$ cat src/vls_pkg.sv
// Shared types and constants of the van Leer slope limiter.
`default_nettype none
package vls_pkg;

    // Fraction bits of the ratio and gradient inputs (8 to 30).
    localparam int FRACTION_BITS = 16;
    // Fraction bits of the limiter value (fixed Q2.16).
    localparam int LIM_FRAC = 16;
    // Limiter width; also the number of divider cells, one quotient bit each.
    localparam int LIM_W = 18;
    // Data width of ratio, gradient and limited slope.
    localparam int DATA_W = 32;
    // Divisor and partial remainder width.
    localparam int DEN_W = 32;
    // Full dividend width.
    localparam int NUM_W = DEN_W + LIM_W;
    // Product width: unsigned limiter made signed, times the gradient.
    localparam int PROD_W = LIM_W + 1 + DATA_W;

    localparam logic [DEN_W-1:0] ONE = DEN_W'(1) << FRACTION_BITS;
    // Right-limit dividend 2^(FRACTION_BITS+LIM_FRAC+1); its low LIM_W bits are zero.
    localparam logic [NUM_W-1:0] NUM_RIGHT = NUM_W'(1) << (FRACTION_BITS + LIM_FRAC + 1);
    localparam logic [DEN_W-1:0] REM_RIGHT_INIT = NUM_RIGHT[NUM_W-1:LIM_W];

    localparam logic OP_PLAIN = 1'b0;
    localparam logic OP_RIGHT = 1'b1;

    typedef struct packed {
        logic                     operation;
        logic signed [DATA_W-1:0] ratio_value;
        logic signed [DATA_W-1:0] slope_value;
    } item_t;

    typedef struct packed {
        logic signed [DATA_W-1:0] limited_slope;
        logic [LIM_W-1:0]         limiter_value;
        logic                     saturated;
    } result_t;

    // Beat handed from one divider cell to the next.
    typedef struct packed {
        logic                     operation;
        logic                     negative;
        logic [DEN_W-1:0]         den;
        logic [DEN_W-1:0]         rem_l;
        logic [DEN_W-1:0]         rem_m;
        logic [LIM_W-1:0]         num_bits;
        logic [LIM_W-1:0]         quo_l;
        logic [LIM_W-1:0]         quo_m;
        logic signed [DATA_W-1:0] slope;
    } div_beat_t;

endpackage
`default_nettype wire

$ cat src/vls_div_cell.sv
// One restoring-division cell: resolves one quotient bit of both quotients.
`default_nettype none
module vls_div_cell (
    input  wire logic               clk,
    input  wire logic               rst_n,
    input  wire logic               in_valid,
    input  wire vls_pkg::div_beat_t in_beat,
    output logic                    out_valid,
    output vls_pkg::div_beat_t      out_beat
);

    logic                     valid_reg;
    vls_pkg::div_beat_t       beat_reg;
    vls_pkg::div_beat_t       beat_next;
    logic [vls_pkg::DEN_W:0]   ext_l;
    logic [vls_pkg::DEN_W:0]   ext_m;
    logic [vls_pkg::DEN_W+1:0] diff_l;
    logic [vls_pkg::DEN_W+1:0] diff_m;
    logic                     take_l;
    logic                     take_m;

    // Shift in the next dividend bit and trial-subtract the divisor
    always_comb
    begin
        ext_l  = {in_beat.rem_l, in_beat.num_bits[vls_pkg::LIM_W-1]};
        ext_m  = {in_beat.rem_m, 1'b0};
        diff_l = {1'b0, ext_l} - {2'b00, in_beat.den};
        diff_m = {1'b0, ext_m} - {2'b00, in_beat.den};
        take_l = ~diff_l[vls_pkg::DEN_W+1];
        take_m = ~diff_m[vls_pkg::DEN_W+1];

        beat_next          = in_beat;
        beat_next.rem_l    = take_l ? diff_l[vls_pkg::DEN_W-1:0] : ext_l[vls_pkg::DEN_W-1:0];
        beat_next.rem_m    = take_m ? diff_m[vls_pkg::DEN_W-1:0] : ext_m[vls_pkg::DEN_W-1:0];
        beat_next.num_bits = {in_beat.num_bits[vls_pkg::LIM_W-2:0], 1'b0};
        beat_next.quo_l    = {in_beat.quo_l[vls_pkg::LIM_W-2:0], take_l};
        beat_next.quo_m    = {in_beat.quo_m[vls_pkg::LIM_W-2:0], take_m};
    end

    // Advance the valid mark
    always_ff @(posedge clk or negedge rst_n)
    begin
        if (!rst_n)
        begin
            valid_reg <= 1'b0;
        end
        else
        begin
            valid_reg <= in_valid;
        end
    end

    // Advance the payload
    always_ff @(posedge clk)
    begin
        beat_reg <= beat_next;
    end

    assign out_valid = valid_reg;
    assign out_beat  = beat_reg;

endmodule
`default_nettype wire

$ cat config.mk
export PLATFORM = sky130hd
export DESIGN_NAME = vls_div_cell
export DESIGN_NICKNAME = d
export VERILOG_FILES = /design/src/vls_pkg.sv /design/src/vls_div_cell.sv
export SDC_FILE = /design/constraint.sdc
export NUM_CORES = 1
export LEC_CHECK = 0
export BUFFER_PORTS_ARGS = -buffer_cell sky130_fd_sc_hd__buf_2
export CAP_MARGIN = 40
export CORE_AREA = 2 2 145 147
export CTS_CLUSTER_SIZE = 28
export DETAILED_ROUTE_END_ITERATION = 7
export DIE_AREA = 0 0 147 149
export HOLD_SLACK_MARGIN = 0.08
export PLACE_DENSITY = 0.67
export SLEW_MARGIN = 20
export SYNTH_ARGS = -nofsm -noshare
export SYNTH_HDL_FRONTEND = slang
export SYNTH_SLANG_ARGS = --single-unit
$ cat constraint.sdc
create_clock -name clk -period 1.6 [get_ports clk]
set_clock_uncertainty 0.05 [all_clocks]
set_input_delay 0.48 -clock clk [delete_from_list [all_inputs] [get_ports clk]]
set_output_delay 0.48 -clock clk [all_outputs]
set_load 0.005 [all_outputs]
# --- Word-level counts from Yosys, hierarchy flattened ---
# Cells that the tools add are included.
op_classes:
  addsub: 2
  muxes: 2
  n_bitwise: 2
op_table:
  columns: ["cell", "n"]
  rows:
  - ["$sub A33 B32 Y34", 2]
  - ["$mux W32", 2]
  - ["$not A1 Y1", 2]
totals:
  register_bits: 184
  input_bits: 187
  output_inout_bits: 185
  elab_cells: 17

# --- Longest topological paths before layout ---
logic_depth:
  depth_word: 2
  ltp_mapped: 13
  mapped_depth_nobuf: 12

# --- Worst setup path after synthesis ---
# No wires, ideal clock.
synth_path:
  path_kind: "input port to flip-flop"
  start: "in in_beat[85] (netlist name)"
  end: "reg beat_reg, in the netlist out_beat[146]"
  setup_ps: 78
  arrival_time_ps: 2720
  required_time_ps: 1472
  path_slack_ps: -1248
  cell_stages: 12
  n_path_buf: 0
  path_cell_list: "inv_1 > ha_1 > inv_1 > fa_1 > a211oi_1 > o21ai_1 > o221ai_2 > a2111oi_2 > o31ai_1 > a21oi_1 > o311a_1 > nor3_1"
synth_lines:
  columns: ["item", "line_no", "source"]
  rows:
  - ["from (decl)", "vls_div_cell.sv:7", "input wire vls_pkg::div_beat_t in_beat,"]
  - ["to (signal assigned)", "vls_div_cell.sv:56", "beat_reg <= beat_next;"]
  - ["to (decl)", "vls_div_cell.sv:13", "vls_pkg::div_beat_t beat_reg;"]

==> metrics.md <==
| Metric | Value |
|---|---|
| Leak pwr | 7.11 nW |
| DR pass1 iterations | 5 |
| Hold_ws | 0.0900 ns |
| RSZ-0062 raised after global routing | yes |
| CTS root buf | clkbuf_16 |
| Critical Path Fanout Max | 8 |
| Vias in the first global route | 9107 |
| # setup viols final | 66 |
| Slew Limit Fails | 0 |
| Nets | 1754 |
| Clock-pin transition on the worst setup and hold timing paths | 0.09 ns |
| Mapped Area | 0.00786 mm² |
| Pint | 9.88 mW |
| Mapped Cells | 826 |
| Netlist cell types | 66 |
| Final Hold Viols | 0 |
| CTS buffer count | 17 |
| Area of the core | 0.0206 mm² |
| Vias | 9052 |
| # Max-Cap Violations | 0 |
| DP HPWL | 23.7 mm |
| WL final | 34.9 mm |
| DR vias/cell | 5.05 |
| Io pins | 372 |
| # DRC | 0 |
| Sequential area share after synthesis | 0.469 |
| Yosys top cell area share | 0.466 |
| H-tree levels | 4 |
| Syn_nets | 1078 |
| Top post-synthesis cells by area | dfxtp_1 (47%), ha_1 (10%), a21oi_1 (5.0%), nand2_1 (3.3%), xnor2_1 (3.2%) |
| Dpl cell area | 0.0119 mm² |
| Part of the power in registers | 0.357 |
| Number of flops mapped to enable cells by yosys | 0 |
| Crit start category | primary input |
| Final worst slack | -0.914 ns |
| Number of I/O port buffers | 368 |
| Failing checks | negative setup slack |
| Largest net degree at the start of global routing | 22 |
| Setup TNS | -52.17 ns |
| GRT overflow | 0 |
| Row cnt | 53 |
| Synth area leader | dfxtp_1 |
| Die ar. | 0.0219 mm² |
| Min Clock Period, post-route | 2.51 ns |
| Setup CP Type | primary input to flop |
| Die width | 147 µm |
| Status | finished, violations left |
| Crit path arrival time | 2.79 ns |
| Layout cells sized above 1 | 0.622 |
| Slowest stage delay, CP | 0.27 ns |
| GP Congestion | 0.933 |
| Initial Util | 0.382 |
| Design Area, Final | 0.0151 mm² |
| Synthesized flop and latch total | 184 |
| Hold path cells | 1 |
| Yosys warns | 0 |
| Combinational share of power | 0.345 |
| CTS tree | yes |
| Die height | 149 µm |
| Filler cells | 1380 |
| Area growth from synthesis to layout | 91.9% |
| Asr flop ratio synth | 0.00543 |
| Crit-path cells | buf_2 -> inv_2 -> ha_4 -> a21oi_1 -> o21ai_1 -> a221oi_2 -> or2_4 -> o311ai_4 -> o41ai_4 -> buf_6 -> inv_8 -> buf_6 -> buf_12 -> nor2_4 -> a21oi_2 |
| DR WL/cell | 19.5 µm |
| Initial antenna violation count | 1 |
| Slowest-stage cell, CP | o41ai_4 |
| Crit path top cell by count | buf_6 |
| Sw frac | 0.328 |
| Synth Area per Inst | 9.52 µm² |
| Fmax | 0.398 GHz |
| GRT Total Usage | 0.291 |
| DRT iter0 DRCs | 392 |
| Peak supply drop | 0.000696 V |
| Final antenna-violating net count | 0 |
| Ys flop type | dfxtp_1 |
| Worst hold path class | primary input to flop |
| First-pass GRT wire length | 49.4 mm |
| Sinks on Clock Net | 184 |
| Worst path required time | 1.88 ns |
| CP Capture Type | flop |
| Psw | 4.82 mW |
| Fin crit share | 1.57 |
| Clock Tree Buf Depth | 2 |
| Pwr/cell area | 974 mW/mm² |
| Clk network pwr share | 0.299 |
==> repair_timing <==
item                                    4_1_cts  5_1_grt
hold endpoints to repair                     13       23
gates resized for setup                     287      128
cloned                                       11        0
pin swaps                                    76       56
endpoints found under the setup margin       66       66
setup buffers                                32       12
hold buffers                                 13       23
==> cells in the mapped netlist, types with 7 or more instances <==
master	count
xor2_1	16
o21a_1	12
buf_2	7
dfxtp_1	183
ha_1	63
a21o_1	19
inv_1	46
o21ai_0	46
nand2_1	70
a21oi_1	79
a21oi_2	10
nand4_1	8
o31ai_1	18
clkbuf_1	9
and3_1	10
nor2b_1	9
nand2b_1	8
a211oi_1	7
nor3_1	12
nor2_2	8
a31oi_1	7
nor2_1	64
xnor2_1	29
==> power by group through the flow <==
stage	sequential [mW]	clock (mW)	combinational, mW
after global placement	5.34	0	3.54
after CTS	5.24	4.45	4.60
after floorplan	5.41	0	1.61
after global routing	5.28	4.62	5.37
final	5.24	4.39	5.07
after detailed placement	5.34	0	3.58
==> final timing paths <==
kind	from	end
worst max-delay path	in_beat[172]	out_beat[90]
worst min-delay path	in_beat[39]	out_beat[40]
max in group asynchronous	rst_n	out_valid
min in group asynchronous	rst_n	out_valid
==> metrics by stage <==
stage / worst slack, ns / instances / power (mW) / utilization
after global routing: -0.961 / 1790 / 15.3 / 0.734
after floorplan: -1.09 / 826 / 7.02 / -
after detailed placement: -1.52 / 1678 / 8.92 / 0.578
final: -0.914 / 1791 / 14.7 / 0.734
after global placement: -1.45 / 1678 / 8.88 / 0.578
after CTS: -0.852 / 1764 / 14.3 / 0.698
==> state kept, by name, indices dropped and copies added, names as in the netlist <==
name / cells
out_beat: 183
out_valid: 1
==> critical path, delay by kind of cell <==
family / cells / cell delay (ns)
adders and majority gates: 1 / 0.23
and+or+nand+nor: 2 / 0.28
buffers and inverters: 6 / 0.73
AOI/OAI and AO/OA: 6 / 1.05
==> cells in the final DEF, fill, tap and decap left out, types with 9 or more instances in the layout <==
cell type and instances:
a21o_1 19, o21ai_2 17, xnor2_1 26, o21a_1 12
buf_2 346, o21ai_0 20, dlygate4sd3_1 36, nand2_1 39
a21oi_2 39, ha_1 18, inv_4 13, dfxtp_1 183
buf_6 25, inv_2 9, inv_1 18, nand2_4 11
buf_12 11, o21ai_1 11, buf_4 246, a21oi_1 48
nand2_2 20, nor2_4 32, ha_4 43, xor2_1 14
nor2_1 36, clkbuf_16 17
==> final cells by class <==
type | instances | area, µm² | area share
Multi-Input combinational cell | 573 | 5420 | 0.359
Timing Repair Buffer | 678 | 4740 | 0.314
Sequential cell | 184 | 3690 | 0.244
Clock buffer | 17 | 425 | 0.0282
Tap cell | 275 | 344 | 0.0228
Inverter | 48 | 275 | 0.0182
Clock inverter | 15 | 195 | 0.0129
Antenna cell | 1 | 2.50 | 0.000166
==> kinds of logic (layout without fill, tap and decap cells) <==
kind of cell / after synthesis / in the layout / synth area share
other: 1 / 2 / 0.000477
buffers and inverters: 69 / 758 / 0.0384
AOI/OAI and AO/OA: 247 / 247 / 0.208
xor gates and xnor gates: 45 / 45 / 0.0501
and+or+nand+nor: 215 / 215 / 0.128
DFF: 184 / 184 / 0.469
adders and majority gates: 65 / 65 / 0.105
==> metal layers <==
layer	global-route usage	vias to the layer above	part of all wire
met5	0	-	0
met4	0.148	0	0.048
met3	0.0569	93	0.060
met2	0.532	396	0.52
met1	0.323	4291	0.37
li1	-	4272	-
Note: power is estimated with default switching activity, not from simulation.
