`config.mk`:
```
export PLATFORM = sky130hd
export DESIGN_NAME = vls_post
export DESIGN_NICKNAME = d
export VERILOG_FILES = /design/src/vls_pkg.sv /design/src/vls_post.sv
export SDC_FILE = /design/constraint.sdc
export NUM_CORES = 2
export LEC_CHECK = 0
export BUFFER_PORTS_ARGS = -buffer_cell sky130_fd_sc_hd__buf_2
export CORE_ASPECT_RATIO = 1.4
export CORE_UTILIZATION = 63
export DETAILED_ROUTE_END_ITERATION = 16
export PLACE_DENSITY = 0.84
export SLEW_MARGIN = 15
export SYNTH_ARGS = -nofsm -noshare
export SYNTH_HDL_FRONTEND = slang
export SYNTH_SLANG_ARGS = --single-unit
```
`constraint.sdc`:
```
create_clock -name clk -period 1.5 [get_ports clk]
set_clock_uncertainty 0.1 [all_clocks]
set_input_delay 0.15 -clock clk [delete_from_list [all_inputs] [get_ports clk]]
set_output_delay 0.15 -clock clk [all_outputs]
set_load 0.02 [all_outputs]
```
`src/vls_pkg.sv`:
```
// Shared types and constants of the van Leer slope limiter.
`default_nettype none
package vls_pkg;

    // Fraction bits of the ratio and gradient inputs (8 to 30).
    localparam int FRACTION_BITS = 16;
    // Fraction bits of the limiter value (fixed Q2.16).
    localparam int LIM_FRAC = 16;
    // Limiter width; also the number of divider cells, one quotient bit each.
    localparam int LIM_W = 18;
    // Data width of ratio, gradient and limited slope.
    localparam int DATA_W = 32;
    // Divisor and partial remainder width.
    localparam int DEN_W = 32;
    // Full dividend width.
    localparam int NUM_W = DEN_W + LIM_W;
    // Product width: unsigned limiter made signed, times the gradient.
    localparam int PROD_W = LIM_W + 1 + DATA_W;

    localparam logic [DEN_W-1:0] ONE = DEN_W'(1) << FRACTION_BITS;
    // Right-limit dividend 2^(FRACTION_BITS+LIM_FRAC+1); its low LIM_W bits are zero.
    localparam logic [NUM_W-1:0] NUM_RIGHT = NUM_W'(1) << (FRACTION_BITS + LIM_FRAC + 1);
    localparam logic [DEN_W-1:0] REM_RIGHT_INIT = NUM_RIGHT[NUM_W-1:LIM_W];

    localparam logic OP_PLAIN = 1'b0;
    localparam logic OP_RIGHT = 1'b1;

    typedef struct packed {
        logic                     operation;
        logic signed [DATA_W-1:0] ratio_value;
        logic signed [DATA_W-1:0] slope_value;
    } item_t;

    typedef struct packed {
        logic signed [DATA_W-1:0] limited_slope;
        logic [LIM_W-1:0]         limiter_value;
        logic                     saturated;
    } result_t;

    // Beat handed from one divider cell to the next.
    typedef struct packed {
        logic                     operation;
        logic                     negative;
        logic [DEN_W-1:0]         den;
        logic [DEN_W-1:0]         rem_l;
        logic [DEN_W-1:0]         rem_m;
        logic [LIM_W-1:0]         num_bits;
        logic [LIM_W-1:0]         quo_l;
        logic [LIM_W-1:0]         quo_m;
        logic signed [DATA_W-1:0] slope;
    } div_beat_t;

endpackage
`default_nettype wire

```
`src/vls_post.sv`:
```
// Limiter selection, gradient multiply, floor shift and saturation stages.
`default_nettype none
module vls_post (
    input  wire logic               clk,
    input  wire logic               rst_n,
    input  wire logic               in_valid,
    input  wire vls_pkg::div_beat_t in_beat,
    output logic                    done,
    output vls_pkg::result_t        result
);

    logic                              mul_valid_reg;
    logic [vls_pkg::LIM_W-1:0]         lim_next;
    logic [vls_pkg::LIM_W-1:0]         lim_reg;
    logic signed [vls_pkg::PROD_W-1:0] prod_next;
    logic signed [vls_pkg::PROD_W-1:0] prod_reg;

    logic signed [vls_pkg::PROD_W-1:0] shifted;
    logic                              over_pos;
    logic                              over_neg;
    logic                              done_reg;
    vls_pkg::result_t                  result_next;
    vls_pkg::result_t                  result_reg;

    // Pick the limiter and form the exact product
    always_comb
    begin
        if (in_beat.negative)
        begin
            lim_next = '0;
        end
        else if (in_beat.operation == vls_pkg::OP_RIGHT && in_beat.quo_m < in_beat.quo_l)
        begin
            lim_next = in_beat.quo_m;
        end
        else
        begin
            lim_next = in_beat.quo_l;
        end
        prod_next = $signed({1'b0, lim_next}) * in_beat.slope;
    end

    // Drop the limiter fraction toward minus infinity and clip to 32 bits
    always_comb
    begin
        shifted  = prod_reg >>> vls_pkg::LIM_FRAC;
        over_pos = ~shifted[vls_pkg::PROD_W-1]
                   & (|shifted[vls_pkg::PROD_W-2:vls_pkg::DATA_W-1]);
        over_neg = shifted[vls_pkg::PROD_W-1]
                   & ~(&shifted[vls_pkg::PROD_W-2:vls_pkg::DATA_W-1]);
        result_next.limiter_value = lim_reg;
        result_next.saturated     = over_pos | over_neg;
        if (over_pos)
        begin
            result_next.limited_slope = {1'b0, {(vls_pkg::DATA_W-1){1'b1}}};
        end
        else if (over_neg)
        begin
            result_next.limited_slope = {1'b1, {(vls_pkg::DATA_W-1){1'b0}}};
        end
        else
        begin
            result_next.limited_slope = shifted[vls_pkg::DATA_W-1:0];
        end
    end

    // Advance the valid marks
    always_ff @(posedge clk or negedge rst_n)
    begin
        if (!rst_n)
        begin
            mul_valid_reg <= 1'b0;
            done_reg      <= 1'b0;
        end
        else
        begin
            mul_valid_reg <= in_valid;
            done_reg      <= mul_valid_reg;
        end
    end

    // Hold payload of both stages
    always_ff @(posedge clk)
    begin
        lim_reg    <= lim_next;
        prod_reg   <= prod_next;
        result_reg <= result_next;
    end

    assign done   = done_reg;
    assign result = result_reg;

endmodule
`default_nettype wire

```
**Word level (Yosys, flattened, before mapping)**

Cells that the tools add are included.

- Logic and storage cells: 20
- Bits in registers: 122

- Order comparisons: 1
- Bitwise operators: 5
- Multiplexer cells: 3
- Reduce and logical (&&, ||, !) cells: 3
- Multipliers: 1

Operator list:

| kind | count |
|---|---|
| $mul A19 B32 Y51 | 1 |
| $mux W18 | 2 |
| $mux W32 | 1 |
| $lt A18 B18 Y1 | 1 |
| $reduce_and A4 Y1 | 1 |
| $reduce_or A4 Y1 | 1 |
| $and A1 B1 Y1 | 2 |
| $not A1 Y1 | 2 |
| $logic_and A1 B1 Y1 | 1 |
| $or A1 B1 Y1 | 1 |

**Logic depth before layout (Yosys ltp)**

- Word-level depth: 5
- Depth in mapped cells: 37

**Least setup slack after synthesis**

OpenSTA, ideal clock, no wires.

- Path kind: input-to-reg
- Start point: input in_beat[66] in the netlist's numbering
- End point: register prod_reg[47] in the netlist's numbering
- Data arrival time: 8,156 ps
- Path buffers: 3
- Setup time: 91 ps
- Data required time: 1,309 ps
- Stages on the path: 32
- Slack: -6,847 ps
- Cells stage by stage: inv_1 ha_1 a21oi_1 nand2_1 a2111oi_2 nand2_1 buf_2 mux2i_1 nor2_1 clkbuf_1 nand2_1 fa_1 fa_1 inv_1 fa_1 inv_1 fa_1 inv_1 fa_1 fa_1 ha_1 clkbuf_1 a21o_1 a21o_1 a21oi_1 nor2b_1 o21a_1 o21ai_0 nand2b_1 a21oi_1 mux2_2 a311oi_1

- Longest elaborated chain between the ends: 5

RTL lines:

| element | RTL line | RTL |
|---|---|---|
| start: declaration | vls_post.sv:7 | `input wire vls_pkg::div_beat_t in_beat,` |
| $lt A18 B18 Y1 | vls_post.sv:32 | `else if (in_beat.operation == vls_pkg::OP_RIGHT && in_beat.quo_m < in_beat.quo_l)` |
| $logic_and A1 B1 Y1 | vls_post.sv:32 |  |
| $mux W18 | vls_post.sv:32 |  |
| $mux W18 | vls_post.sv:28 | `if (in_beat.negative)` |
| net lim_next, one bit | vls_post.sv:13 | `logic [vls_pkg::LIM_W-1:0] lim_next;` |
| $mul A19 B32 Y51 | vls_post.sv:40 | `prod_next = $signed({1'b0, lim_next}) * in_beat.slope;` |
| net prod_next, one bit | vls_post.sv:15 | `logic signed [vls_pkg::PROD_W-1:0] prod_next;` |
| end signal: assignment | vls_post.sv:86 | `prod_reg <= prod_next;` |
| end: declaration | vls_post.sv:16 | `logic signed [vls_pkg::PROD_W-1:0] prod_reg;` |

The timed path passes the listed nets, and every way through them passes these cells.
A chain may end at the register's enable or synchronous reset.

**Worst setup path in the final report**

- Start point: input in_beat[56] in the netlist's numbering
- End point: register prod_reg[34] in the netlist's numbering

- Longest elaborated chain between the ends: 5

RTL lines:

| element | RTL line |
|---|---|
| $lt A18 B18 Y1 | vls_post.sv:32 |
| $logic_and A1 B1 Y1 | vls_post.sv:32 |
| $mux W18 (*) | vls_post.sv:32 |
| $mux W18 (*) | vls_post.sv:28 |
| $mul A19 B32 Y51 (*) | vls_post.sv:40 |
| net prod_next, one bit | vls_post.sv:15 |

The timed path passes the listed nets; every way through them passes the cells marked *.

==> flow_summary.json <==
{
  "viasPerCell": 5.908,
  "fp.dieH_um": 229.3,
  "critPathMaxFanout": 6,
  "hpwl_mm": 54.22,
  "cts_max_level": 3,
  "critPathMaxStageDelay_ps": 600,
  "ctsLongestPathBuffers": 2,
  "cts_root_buffer": "clkbuf_16",
  "drive_above_1_share_pct": 25.57,
  "clk_pin_slew_ps": 100,
  "ys_seq_elements": 106,
  "drt-pass1-iter-count": 14,
  "grt_pass1_wl_mm": 110.5,
  "gp_congestion": 0.9755,
  "worst_slew_pin_slew_ps": 872.9,
  "synthFlopType": "dfxtp_1",
  "synth.most_common_cell": "inv_1",
  "max_freq_ghz": 0.1262,
  "maxSlewViolCount": 0,
  "synthTopCellsByCount": "inv_1 (662), fa_1 (556), and2_1 (372), nand2_1 (225), ha_1 (140)",
  "grt_max_degree": 33,
  "drc_errors": 0,
  "critPathArrivalTime_ps": 8130,
  "nets": 3803,
  "area_growth_pct": 25.84,
  "insertion_delay_ps": 420,
  "yosysSeqAreaShare_pct": 9.170,
  "synth_area_leaders": "fa_1 (48%), inv_1 (11%), and2_1 (10%)",
  "fp.dieArea_sq_um": 37690,
  "violations": "negative setup slack",
  "grt_overflow": 0,
  "drtAntennaViolNets": 0,
  "hold_path.class": "register to register",
  "routedWlPerCell_um": 23.20,
  "cts_buffers": 9,
  "synth_nets": 3370,
  "grt_pass1_vias": 22236,
  "synth.yosys.warnings": 0,
  "cp-end-kind": "register",
  "synthAdderAreaFrac_pct": 55.41,
  "synth.mux.area_fraction_pct": 0.7372,
  "syn_area_sq_um": 23250,
  "num_rows": 82,
  "synth-edff-count": 0,
  "io_pins": 239,
  "status": "finished with violations",
  "synth_compound_area_share_pct": 5.161,
  "crit_path_start_kind": "primary input",
  "setup_violations": 53,
  "ys_types": 51,
  "hold_ws_ps": 222.7,
  "utilization_pct": 81.01,
  "synth_xor_area_share_pct": 1.544,
  "hold_viol": 0,
  "fp.dieW_um": 164.4,
  "crit_type": "primary input to register",
  "timing.slew.headroom_pct": 41.28,
  "fin_setup_tns_ps": -222720,
  "io_buffers": 124,
  "synthCells": 2487,
  "drt-total-wl_mm": 78.69,
  "period_needed_ps": 7922,
  "synth.largest_area_cell": "fa_1",
  "dr_total_vias": 20039,
  "grt_use_total_pct": 39.16,
  "synthSimpleGateAreaFrac_pct": 15.60,
  "rsz0062_at_grt": "yes",
  "synth_top_family_by_area": "adder cells",
  "cts_tree": "built",
  "async_flop_share_pct": 1.887,
  "crit_required_ps": 1710,
  "place_ws_ps": -6576,
  "numClockSinks": 106,
  "core_sq_um": 36110,
  "start_util_pct": 64.38,
  "largest_reg_flops": 51,
  "cap_violations": 0,
  "synth_top_area_share_pct": 47.87,
  "antenna_found_initial": 10,
  "fin_ws_ps": -6422,
  "crit_slowest_cell": "fa_1",
  "drt-initial-drc-count": 1847,
  "timing.critical_path.mode_cell": "fa_1",
  "rrSetupSlack_ps": 50,
  "avgSynthCellArea_sq_um": 9.349,
  "fin_crit_sh_pct": 528.1
}
[critical path: cells and delay by family]
family / cells / cell delay [ps]
multiplexers: 1 / 120
AND/OR/NAND/NOR: 7 / 1060
adder cells (fa/ha/maj): 8 / 3420
AO/OA/AOI/OAI: 9 / 2290
buffers and inverters: 8 / 880
XOR/XNOR: 1 / 190
[layer usage]
metal  vias to the layer above  track usage [%]  wire length [um]
li1                       8049                -                 -
met1                      9762            39.84             22860
met2                      1464            68.70             38620
met3                       754            8.185              8331
met4                        10            30.73              8729
met5                         -                0               152
[cells in the final DEF, fill, tap and decap left out, types with 16 or more instances in the layout]
cell / n
a21o_1: 61
a21oi_1: 20
a21oi_2: 17
and2_1: 357
buf_12: 16
buf_2: 116
buf_4: 321
buf_6: 55
dfxtp_1: 104
fa_1: 543
ha_1: 110
ha_4: 29
inv_1: 631
inv_2: 29
nand2_1: 213
nor2_1: 21
xnor2_1: 27
[through the flow]
stage	cells	area [sq um]
after global routing	3389	29250
final	3392	29260
after floorplan	2487	23610
after global placement	3296	26900
after detailed placement	3296	26900
after CTS	3347	28190
[worst paths after layout]
kind | startpoint | end | cells past startpoint
setup / recovery | in_beat[56] | prod_reg[34] | 34
hold / removal | lim_reg[17] | result[18] | 0
setup reg to reg | prod_reg[47] | result[19] | 4
hold reg to reg | lim_reg[17] | result[18] | 0
max in group asynchronous | rst_n | mul_valid_reg | 3
min in group asynchronous | rst_n | done | 3
[repair_timing]
item / 4_1_cts / 5_1_grt
hold endpoints to repair: 3 / 0
cloned: 2 / 5
pin swaps: 64 / 82
buffers inserted: 32 / 44
endpoints found under the setup margin: 53 / 53
hold buffers: 3 / 0
gates resized for setup: 149 / 158
[cell type report]
type	instances	area, sq um
Multi-Input combinational cell	1617	19520
Fill cell	1827	6857
Timing Repair Buffer	524	4208
Inverter	662	2490
Sequential cell	106	2132
Tap cell	462	578.1
Clock buffer	9	225.2
Clock inverter	7	88.84
Antenna cell	5	12.51
[cell families after synthesis]
family | after synthesis
compound gates | 174
xor+xnor | 41
fa+ha+maj | 696
buf+inv | 765
flops | 106
mux | 17
simple gates | 688
Power is left out: the tool's default activity adds up to more than one toggle a clock period on the data nets, which glitch-free logic cannot reach.
